--- src/rrg_pkg.sv ---
// Shared types and constants of the random range generator.
package rrg_pkg;

    localparam int unsigned DATA_W    = 32;
    localparam int unsigned QUO_W     = 31;              // dividend and quotient width
    localparam int unsigned DVSR_W    = 33;              // span reaches 2^32
    localparam int unsigned DIV_STEPS = QUO_W;           // one quotient bit per cycle
    localparam int unsigned CNT_W     = $clog2(DIV_STEPS);

    localparam logic [QUO_W-1:0] RAND_CEILING = 31'h7FFF_FFFF;

    localparam int unsigned SHIFT_A = 15;
    localparam int unsigned SHIFT_B = 4;
    localparam int unsigned SHIFT_C = 21;

    localparam logic [DATA_W-1:0] SEED_0 = 32'd1234567890;
    localparam logic [DATA_W-1:0] SEED_1 = 32'd2718281828;
    localparam logic [DATA_W-1:0] SEED_2 = 32'd2953575118;
    localparam logic [DATA_W-1:0] SEED_3 = 32'd3141592653;

    typedef enum logic [2:0] {
        S_IDLE,
        S_DIV1,
        S_LOAD2,
        S_DIV2,
        S_DONE
    } t_state;

    // Controller to datapath
    typedef struct packed {
        logic take_in;   // latch request, step generator unless bypassed, load first division
        logic div_step;  // one restoring division step
        logic div_load2; // load second division from first quotient
        logic out_load;  // move result into the output register
    } t_cmd;

    // Datapath to controller
    typedef struct packed {
        logic bypass;    // request at the input has equal or reversed bounds
        logic div_last;  // current division step is the final one
        logic out_free;  // output register can take a result this cycle
    } t_stat;

endpackage

--- src/random_range_generator.sv ---
// Top level of the random range generator.
//
// Usage:
//   Slave channel (i_s_axis_*): one request per transfer, tdata carries
//   low_bound in [31:0] and high_bound in [63:32], both signed.
//   Master channel (o_m_axis_*): one result per request, tdata carries
//   value in [31:0] and raw_word in [63:32]; tuser[0] is range_error.
// Sequencing:
//   A request with distinct, ordered bounds passes from its transfer to the
//   result in the output register through two 31-step restoring divisions in
//   the shared bit-serial divider, a reload state between them and a final
//   load of the output. Equal or reversed bounds skip the divider.
//   The divider handles one request at a time, so the next request transfer
//   can occur the cycle after the result is registered.
// Reset: i_rst_n low at a clock edge loads the fixed generator seeds, clears
//   the sequencer and drops o_m_axis_tvalid.
// Stall: a result waits in the output register while i_m_axis_tready is low;
//   a finished computation holds until the register frees, so no result is
//   lost, and o_s_axis_tready stays low until it has moved on.
module random_range_generator import rrg_pkg::*; (
    input  logic        i_clk,
    input  logic        i_rst_n,
    input  logic        i_s_axis_tvalid,
    output logic        o_s_axis_tready,
    input  logic [63:0] i_s_axis_tdata,   // [31:0] low_bound, [63:32] high_bound
    output logic        o_m_axis_tvalid,
    input  logic        i_m_axis_tready,
    output logic [63:0] o_m_axis_tdata,   // [31:0] value, [63:32] raw_word
    output logic [0:0]  o_m_axis_tuser    // [0] range_error
);

    t_cmd              cmd;
    t_stat             stat;
    logic [DATA_W-1:0] value;
    logic [DATA_W-1:0] raw_word;
    logic              range_error;

    // Sequencer: intake, division phases, result hand-off
    rrg_ctrl u_ctrl (
        .i_clk      (i_clk),
        .i_rst_n    (i_rst_n),
        .i_in_valid (i_s_axis_tvalid),
        .o_in_ready (o_s_axis_tready),
        .i_stat     (stat),
        .o_cmd      (cmd)
    );

    // Generator, divider and output register
    rrg_datapath u_dp (
        .i_clk         (i_clk),
        .i_rst_n       (i_rst_n),
        .i_low_bound   (i_s_axis_tdata[31:0]),
        .i_high_bound  (i_s_axis_tdata[63:32]),
        .i_cmd         (cmd),
        .o_stat        (stat),
        .o_out_valid   (o_m_axis_tvalid),
        .i_out_ready   (i_m_axis_tready),
        .o_value       (value),
        .o_raw_word    (raw_word),
        .o_range_error (range_error)
    );

    assign o_m_axis_tdata = {raw_word, value};
    assign o_m_axis_tuser = range_error;

`ifndef SYNTHESIS
    // A reversed-bound result never carries a generator word
    a_err_no_raw: assert property (@(posedge i_clk) disable iff (!i_rst_n)
        (o_m_axis_tvalid && o_m_axis_tuser[0]) |-> (o_m_axis_tdata[63:32] == 32'd0))
        else $error("range_error result with nonzero raw_word");

    // One request in flight: intake closes right after a transfer
    a_one_in_flight: assert property (@(posedge i_clk) disable iff (!i_rst_n)
        (i_s_axis_tvalid && o_s_axis_tready) |=> !o_s_axis_tready)
        else $error("request accepted while another is in progress");

    // Divider steps and reloads never overlap an intake
    a_cmd_exclusive: assert property (@(posedge i_clk) disable iff (!i_rst_n)
        $onehot0({cmd.take_in, cmd.div_step, cmd.div_load2, cmd.out_load}))
        else $error("conflicting datapath commands");
`endif

endmodule

--- src/rrg_ctrl.sv ---
// Sequencer for request intake, the two divisions and result hand-off.
module rrg_ctrl import rrg_pkg::*; (
    input  logic  i_clk,
    input  logic  i_rst_n,
    input  logic  i_in_valid,
    output logic  o_in_ready,
    input  t_stat i_stat,
    output t_cmd  o_cmd
);

    t_state r_state;
    t_state n_state;

    always_ff @(posedge i_clk) begin
        if (!i_rst_n) begin
            r_state <= S_IDLE;
        end else begin
            r_state <= n_state;
        end
    end

    always_comb begin
        n_state    = r_state;
        o_cmd      = '0;
        o_in_ready = 1'b0;
        unique case (r_state)
            S_IDLE: begin
                o_in_ready = 1'b1;
                if (i_in_valid) begin
                    o_cmd.take_in = 1'b1;
                    n_state = i_stat.bypass ? S_DONE : S_DIV1;
                end
            end
            S_DIV1: begin
                o_cmd.div_step = 1'b1;
                if (i_stat.div_last) begin
                    n_state = S_LOAD2;
                end
            end
            S_LOAD2: begin
                o_cmd.div_load2 = 1'b1;
                n_state = S_DIV2;
            end
            S_DIV2: begin
                o_cmd.div_step = 1'b1;
                if (i_stat.div_last) begin
                    n_state = S_DONE;
                end
            end
            S_DONE: begin
                if (i_stat.out_free) begin
                    o_cmd.out_load = 1'b1;
                    n_state = S_IDLE;
                end
            end
            default: n_state = S_IDLE;
        endcase
    end

endmodule

--- src/rrg_datapath.sv ---
// Generator state, shared bit-serial divider and output register.
module rrg_datapath import rrg_pkg::*; (
    input  logic                i_clk,
    input  logic                i_rst_n,
    input  logic [DATA_W-1:0]   i_low_bound,
    input  logic [DATA_W-1:0]   i_high_bound,
    input  t_cmd                i_cmd,
    output t_stat               o_stat,
    output logic                o_out_valid,
    input  logic                i_out_ready,
    output logic [DATA_W-1:0]   o_value,
    output logic [DATA_W-1:0]   o_raw_word,
    output logic                o_range_error
);

    logic [DATA_W-1:0] r_gen [4];
    logic [DATA_W-1:0] gen_t0, gen_t1, gen_w;

    logic [DATA_W-1:0] r_low;
    logic [DATA_W-1:0] r_raw;
    logic              r_bypass;
    logic              r_err;

    logic [DVSR_W-1:0] r_rem;
    logic [QUO_W-1:0]  r_quo;
    logic [DVSR_W-1:0] r_dvsr;
    logic [CNT_W-1:0]  r_cnt;

    logic              in_equal;
    logic              in_reversed;
    logic [DVSR_W-1:0] span;
    logic [DVSR_W:0]   div_shift;
    logic [DVSR_W:0]   div_diff;
    logic              div_bit;
    logic [QUO_W-1:0]  dvsr2;

    logic              r_out_valid;
    logic [DATA_W-1:0] r_out_value;
    logic [DATA_W-1:0] r_out_raw;
    logic              r_out_err;

    // Bound checks on the incoming request
    assign in_equal    = (i_high_bound == i_low_bound);
    assign in_reversed = ($signed(i_high_bound) < $signed(i_low_bound));
    assign span = {i_high_bound[DATA_W-1], i_high_bound}
                - {i_low_bound[DATA_W-1], i_low_bound} + DVSR_W'(1);

    // One xorshift128 step
    assign gen_t0 = r_gen[0] ^ (r_gen[0] << SHIFT_A);
    assign gen_t1 = gen_t0 ^ (gen_t0 >> SHIFT_B);
    assign gen_w  = r_gen[3] ^ (r_gen[3] >> SHIFT_C) ^ gen_t1;

    always_ff @(posedge i_clk) begin
        if (!i_rst_n) begin
            r_gen[0] <= SEED_0;
            r_gen[1] <= SEED_1;
            r_gen[2] <= SEED_2;
            r_gen[3] <= SEED_3;
        end else if (i_cmd.take_in && !in_equal && !in_reversed) begin
            r_gen[0] <= r_gen[1];
            r_gen[1] <= r_gen[2];
            r_gen[2] <= r_gen[3];
            r_gen[3] <= gen_w;
        end
    end

    // Restoring division, one quotient bit per step
    assign div_shift = {r_rem, r_quo[QUO_W-1]};
    assign div_diff  = div_shift - {1'b0, r_dvsr};
    assign div_bit   = !div_diff[DVSR_W];
    assign dvsr2     = r_quo + QUO_W'(1);

    always_ff @(posedge i_clk) begin
        if (i_cmd.take_in) begin
            r_low    <= i_low_bound;
            r_bypass <= in_equal || in_reversed;
            r_err    <= in_reversed;
            r_raw    <= (in_equal || in_reversed) ? '0 : gen_w;
            r_rem    <= '0;
            r_quo    <= RAND_CEILING;
            r_dvsr   <= span;
            r_cnt    <= '0;
        end else if (i_cmd.div_load2) begin
            r_rem    <= '0;
            r_quo    <= r_raw[DATA_W-1:1];
            r_dvsr   <= {{(DVSR_W-QUO_W){1'b0}}, dvsr2};
            r_cnt    <= '0;
        end else if (i_cmd.div_step) begin
            r_rem    <= div_bit ? div_diff[DVSR_W-1:0] : div_shift[DVSR_W-1:0];
            r_quo    <= {r_quo[QUO_W-2:0], div_bit};
            r_cnt    <= r_cnt + CNT_W'(1);
        end
    end

    // Output register
    always_ff @(posedge i_clk) begin
        if (!i_rst_n) begin
            r_out_valid <= 1'b0;
        end else if (i_cmd.out_load) begin
            r_out_valid <= 1'b1;
        end else if (i_out_ready) begin
            r_out_valid <= 1'b0;
        end
    end

    always_ff @(posedge i_clk) begin
        if (i_cmd.out_load) begin
            r_out_value <= r_bypass ? r_low : ({1'b0, r_quo} + r_low);
            r_out_raw   <= r_raw;
            r_out_err   <= r_err;
        end
    end

    assign o_stat.bypass   = in_equal || in_reversed;
    assign o_stat.div_last = (r_cnt == CNT_W'(DIV_STEPS - 1));
    assign o_stat.out_free = !r_out_valid || i_out_ready;

    assign o_out_valid   = r_out_valid;
    assign o_value       = r_out_value;
    assign o_raw_word    = r_out_raw;
    assign o_range_error = r_out_err;

endmodule

--- config.mk ---
export PLATFORM = sky130hd
export DESIGN_NAME = random_range_generator
export DESIGN_NICKNAME = d
export VERILOG_FILES = /design/src/rrg_pkg.sv /design/src/random_range_generator.sv /design/src/rrg_ctrl.sv /design/src/rrg_datapath.sv
export SDC_FILE = /design/constraint.sdc
export NUM_CORES = 1
export LEC_CHECK = 0
export BUFFER_PORTS_ARGS = -buffer_cell sky130_fd_sc_hd__buf_2
export CORE_UTILIZATION = 55
export CTS_CLUSTER_DIAMETER = 150
export DETAILED_ROUTE_END_ITERATION = 10
export MAX_ROUTING_LAYER = met4
export PLACE_DENSITY = 0.8
export SLEW_MARGIN = 20
export SYNTH_ARGS = -nofsm -noshare
export SYNTH_HDL_FRONTEND = slang
export SYNTH_HIERARCHICAL = 1
export SYNTH_SLANG_ARGS = --single-unit
export TNS_END_PERCENT = 20
--- constraint.sdc ---
create_clock -name i_clk -period 14.4 [get_ports i_clk]
set_input_delay 0 -clock i_clk [delete_from_list [all_inputs] [get_ports i_clk]]
set_output_delay 0 -clock i_clk [all_outputs]
set_load 0.05 [all_outputs]
# Word-level counts from Yosys, hierarchy flattened

Memories as Yosys holds them, arrays and structs flattened.
Index checks and enable logic that the tools add are counted.

Register bits after elaboration: 237
Latch bits: 0
RAM bits: 128
Bits in read-only memories: 0
Input bits: 68
Output and inout bits: 67
Word-level logic and storage cells: 83
Memories: 1

Memory list:

| memory     | depth | bits a word | rd ports | clocked after memory_dff | wr ports | line               | RTL |
|---|---|---|---|---|---|---|---|
| u_dp.r_gen | 4     | 32          | 4        | 0                        | 4        | rrg_datapath.sv:16 | `logic [DATA_W-1:0] r_gen [4];` |

$add $sub $neg: 6
$mul: 0
Divide/modulo/power cells: 0
Magnitude comparators: 1
Equal/unequal tests: 10
Shift-type cells: 0
Muxes and demuxes: 29
Bitwise gates (word level): 8
Reductions and logical operators: 15

Operators with widths:

| kind                    | number |
|---|---|
| $mux W32                | 5 |
| $mux W33                | 3 |
| $xor A32 B32 Y32        | 2 |
| $mux W31                | 2 |
| $sub A34 B33 Y34        | 1 |
| $add A33 B1 Y33 const B | 1 |
| $sub A32 B32 Y33        | 1 |
| $add A31 B32 Y32        | 1 |
| $eq A32 B32 Y1          | 1 |
| $lt A32 B32 Y1          | 1 |
| $xor A32 B11 Y32        | 1 |
| $xor A32 B28 Y32        | 1 |
| $add A31 B1 Y31 const B | 1 |
| $mux W3                 | 5 |
| $pmux W3 S5             | 1 |
| $mux W1                 | 13 |
| $ne A2 B2 Y1 const B    | 4 |
| $eq A3 B2 Y1 const B    | 2 |
| $reduce_bool A2 Y1      | 3 |
| $add A5 B1 Y5 const B   | 1 |
| $eq A5 B5 Y1 const B    | 1 |
| $logic_not A1 Y1        | 4 |
| $or A1 B1 Y1            | 4 |
| $reduce_and A4 Y1       | 1 |
| 6 further kinds         | 9 |

# Longest topological paths before layout

Depth after elaboration: 8
Depth in mapped cells: 16
Gate-level depth less buffers: 14

# Modules after synthesis

Netlist, hierarchy kept.

Modules (own cells, without submodules):

| module       | times used | cells each | area each (um^2) | seq. area each (um^2) |
|---|---|---|---|---|
| rrg_datapath | 1          | 2043       | 21388.0          | 10169.8 |
| rrg_ctrl     | 1          | 26         | 242.7            | 60.1 |

# Worst setup path before layout

Ideal clock, no wire load.

Kind: register -> register
From: register u_ctrl.r_state[2]
To: memory u_dp.r_gen[0][0], enable pin
Setup time: 0.792 ns
Arrival: 12.898 ns
Path slack: 0.710 ns
Stages on the path, launching flop included: 8
Buffers on the path: 3
Period minus slack after synthesis: 13.690 ns
Cells stage by stage: dfxtp_1 buf_6 nor3_1 and2_1 clkbuf_1 inv_2 buf_1 o21ai_0

RTL lines:

| item                   | line               | RTL |
|---|---|---|
| start, declared        | rrg_ctrl.sv:11     | `t_state r_state;` |
| start signal, assigned | rrg_ctrl.sv:18     | `r_state <= n_state;` |
| end, declared          | rrg_datapath.sv:16 |  |

==> summary.md <==
| Metric | Value |
|---|---|
| Max incr delay on CP | 740 ps |
| Largest net degree at the start of global routing | 113 |
| Setup repair after global routing missed its margin | false |
| Num ports | 135 |
| CP most frequent cell | buf_4 |
| Drt wl/cell | 19.84 um |
| Setup Skew | 27.12 ps |
| CP startpoint | i_s_axis_tdata[10] |
| Mapped Nets | 2287 |
| Initial antenna violation count | 1 |
| Final wirelength | 54.82 mm |
| CTS Sinks | 365 |
| Die Ht | 200.3 um |
| Setup crit end kind | flop |
| Number of synthesized flops with an enable pin | 292 |
| Reg power frac | 0.387 |
| Cell family with most CP delay | buffers and inverters |
| Syn Inst Count | 2069 |
| Routed vias/inst | 5.891 |
| Vias in the first global route | 16120 |
| Met3 Resource Use GR | 0.03043 |
| Fin crit period | 4662 ps |
| Hold Vio Cnt, Final | 0 |
| Die W | 200.3 um |
| NetSw | 1265 uW |
| Clock transition at path regs | 60 ps |
| Gr ovfl total | 0 |
| Path type of the worst setup path | input pin to flop |
| Worst-skew pair later-pin latency | 580 ps |
| Root buf cell | clkbuf_16 |
| DRC viols | 0 |
| Static Leak | 0.009370 uW |
| P&R area growth vs syn | 13.04% |
| # nets final | 2431 |
| Peak supply drop | 118.2 uV |
| Max Buffers Root-to-Sink | 3 |
| CP endpoint | u_dp/r_gen[0][8]$_SDFFCE_PN0P_ |
| CTS buffer count | 41 |
| Post-Place Setup Slack | 9729 ps |
| CP required | 14600 ps |
| Max transition margin | 0.2867 |
| Synthesized cell area | 0.02163 sq mm |
| N_diodes | 0 |
| Routed Antenna Nets | 0 |
| FMAX | 0.2145 GHz |
| Switching share of power | 0.3454 |
| Crit start category | input pin |
| Via Count | 16280 |
| Reg2Reg Depth | 11 |
| Dominant synthesized flop cell | edfxtp_1 |
| FP Rows | 72 |
| Seq/Total Area, Yosys | 0.4729 |
| Max-cap violations | 0 |
| Seq cells post-synth | 365 |
| Core region area | 0.03874 sq mm |
| Crit-path max FO | 75 |
| Async set-reset flop share out of synthesis | 0 |
| Layout cell share with drive strength beyond 1 | 0.1247 |
| Combinational Power Share | 0.322 |
| IO buf count | 134 |
| Synth cell types | 84 |
| Die ar. | 0.04013 sq mm |
| Reg-to-Reg End | u_dp/o_value[20]$_DFFE_PP_ |
| Commonest cells after routing, fill and taps aside | edfxtp_1, nand2_1, xnor2_1 |
| Gpl congestion | 0.9685 |
| Endpoints failing setup | 0 |
| Clock network fraction of design power | 0.291 |
| Worst reg2reg setup slack | 10730 ps |
| Grt met2 use | 0.4699 |
| Crit-path cells | dlygate4sd3_1 -> buf_2 -> inv_1 -> ha_1 -> fa_1 -> o21bai_1 -> a31o_2 -> a221oi_1 -> o221ai_1 -> xor2_1 -> nand2b_2 -> buf_4 -> o21ai_4 -> buf_4 -> buf_4 |
| Status | finished clean |
| CTS tree | done |
| Busiest grt layer | met2 |
| P per Cell Area | 149.8 mW/mm^2 |
| Slew @ Worst Pin | 1070 ps |
| HP Class | input pin to flop |
| YS warnings | 6 |
| Int Pwr | 2398 uW |
| Htree depth | 2 |
| Mapped Avg Cell Area | 10.45 sq um |
| Drt initial violations | 1355 |
| Grt met1 use | 0.3419 |
| PnR worst setup slack | 9738 ps |
| First-pass GRT wire length | 86.62 mm |
| Reg2Reg Launch Point | u_dp/r_quo[0]$_SDFFE_PP1P_ |
| WP depth | 15 |
| Post-CTS Resized | 0 |
| Setup TNS | 0 ps |
| Final period util | 0.3238 |
| Setup bufs post-CTS | 0 |
| DPL Wire Length | 39.34 mm |
| Gr usage total | 0.2808 |
| Slowest stage cell, crit path | buf_4 |
| Worst path bufs/invs | 6 |
| CP arrival | 4860 ps |
| Drt pass-1 iters | 6 |
| Slew Viols, Final | 0 |
| Most common cell after layout, fill and taps aside | edfxtp_1 |
| Initial Util | 0.5584 |
==> worst reg2reg max path, stage by stage (launching register included) <==
cell	delay, ps
dfxtp_1	480
ha_1	280
inv_1	70
fa_1	390
nand2b_1	190
a211oi_1	500
o2111ai_1	270
nand2_1	250
a41oi_1	300
o21ai_0	310
xnor2_1	160
o21ai_0	150
==> synthesized netlist by cell type (7+ instances only) <==
| master | number | area (sq um) |
|---|---|---|
| a211oi_1 | 16 | 120.1 |
| a21o_1 | 24 | 180.2 |
| a21oi_1 | 100 | 500.5 |
| a31oi_1 | 31 | 193.9 |
| a41oi_1 | 9 | 78.83 |
| and2_1 | 71 | 444.2 |
| and3_1 | 15 | 93.84 |
| and4_1 | 9 | 78.83 |
| buf_2 | 14 | 70.07 |
| clkbuf_1 | 54 | 202.7 |
| dfxtp_1 | 73 | 1461 |
| edfxtp_1 | 292 | 8768 |
| fa_1 | 17 | 340.3 |
| ha_1 | 133 | 1664 |
| inv_1 | 133 | 499.2 |
| mux2_2 | 30 | 337.8 |
| mux2i_1 | 46 | 460.4 |
| nand2_1 | 193 | 724.4 |
| nand2b_1 | 54 | 337.8 |
| nand3_1 | 45 | 225.2 |
| nand3b_1 | 8 | 60.06 |
| nand4_1 | 27 | 168.9 |
| nor2_1 | 113 | 424.2 |
| nor2b_1 | 12 | 75.07 |
| nor3_1 | 46 | 230.2 |
| nor3b_1 | 12 | 90.09 |
| nor4_1 | 8 | 50.05 |
| o211ai_1 | 21 | 157.7 |
| o21a_1 | 14 | 105.1 |
| o21ai_0 | 111 | 555.5 |
| o21bai_1 | 21 | 157.7 |
| o31ai_1 | 9 | 67.56 |
| or2_2 | 7 | 43.79 |
| or3_1 | 9 | 56.30 |
| xnor2_1 | 143 | 1252 |
| xor2_1 | 43 | 376.6 |
==> power groups by stage <==
stage | clock [uW] | sequential, uW | combinational (uW)
after global routing | 1120 | 1430 | 1300
final | 1060 | 1420 | 1180
after floorplan | 0 | 1440 | 869
after global placement | 0 | 1430 | 1120
after detailed placement | 0 | 1440 | 1150
after CTS | 1080 | 1420 | 1170
==> cell families after synthesis <==
family                   synth area share
flip-flops                         0.4729
AND/OR/NAND/NOR                    0.1510
AO/OA/AOI/OAI                      0.1292
multiplexers                      0.03760
adder cells (fa/ha/maj)           0.09267
buffers and inverters             0.04130
XOR/XNOR                          0.07531
==> what timing repair did <==
item,in CTS,in global routing
hold buffers,37,0
setup endpoints to repair,0,0
endpoints found under the hold margin,38,0
==> sequential cells by signal, summed over array words and instances (netlist names) <==
register / cells
u_dp/r_rem: 33
u_ctrl/r_state: 3
u_dp/o_value: 32
u_dp/r_err: 1
u_dp/r_dvsr: 33
u_dp/r_bypass: 1
u_dp/r_raw: 32
u_dp/r_cnt: 5
u_dp/r_gen: 128
u_dp/r_low: 32
u_dp/r_quo: 31
u_dp/o_out_valid: 1
u_dp/o_range_error: 1
u_dp/o_raw_word: 32
==> per-stage QoR <==
stage	area [sq um]	total power [uW]	std cells	hold slack [ps]	utilization
after floorplan	21630	2313	2069	98.87	-
after detailed placement	22700	2586	2651	193.8	0.5860
final	24450	3663	2763	50.48	0.6312
after global placement	22700	2557	2651	192.1	0.5860
after CTS	24440	3669	2763	4.755	0.6310
after global routing	24450	3853	2763	38.86	0.6312
==> final cells by class <==
type,instances,area [sq um]
Fill cell,3030,14290
Multi-Input combinational cell,1486,10550
Sequential cell,365,10230
Timing Repair Buffer,185,1146
Clock buffer,51,1105
Tap cell,518,648.1
Inverter,134,503.0
Clock inverter,24,271.5
==> worst min-delay path by stage <==
stage / startpoint / cells past startpoint / to
floorplan: i_s_axis_tdata[0] / 0 / u_dp/r_low[0]$_DFFE_PP_
global placement: i_s_axis_tdata[6] / 1 / u_dp/r_low[6]$_DFFE_PP_
global route: i_s_axis_tvalid / 4 / u_ctrl/r_state[2]$_SDFFE_PN0P_
finish: i_s_axis_tvalid / 4 / u_ctrl/r_state[2]$_SDFFE_PN0P_
CTS: i_s_axis_tvalid / 4 / u_ctrl/r_state[2]$_SDFFE_PN0P_
detailed placement: i_s_axis_tdata[18] / 1 / u_dp/r_low[18]$_DFFE_PP_
==> metal layers <==
metal  vias up  wire length (um)
li1       7738                 -
met1      7836             22460
met2       566             26970
met3       138              2982
met4         0              2405
met5         -                 0
Power figures use the tool's default switching activity.
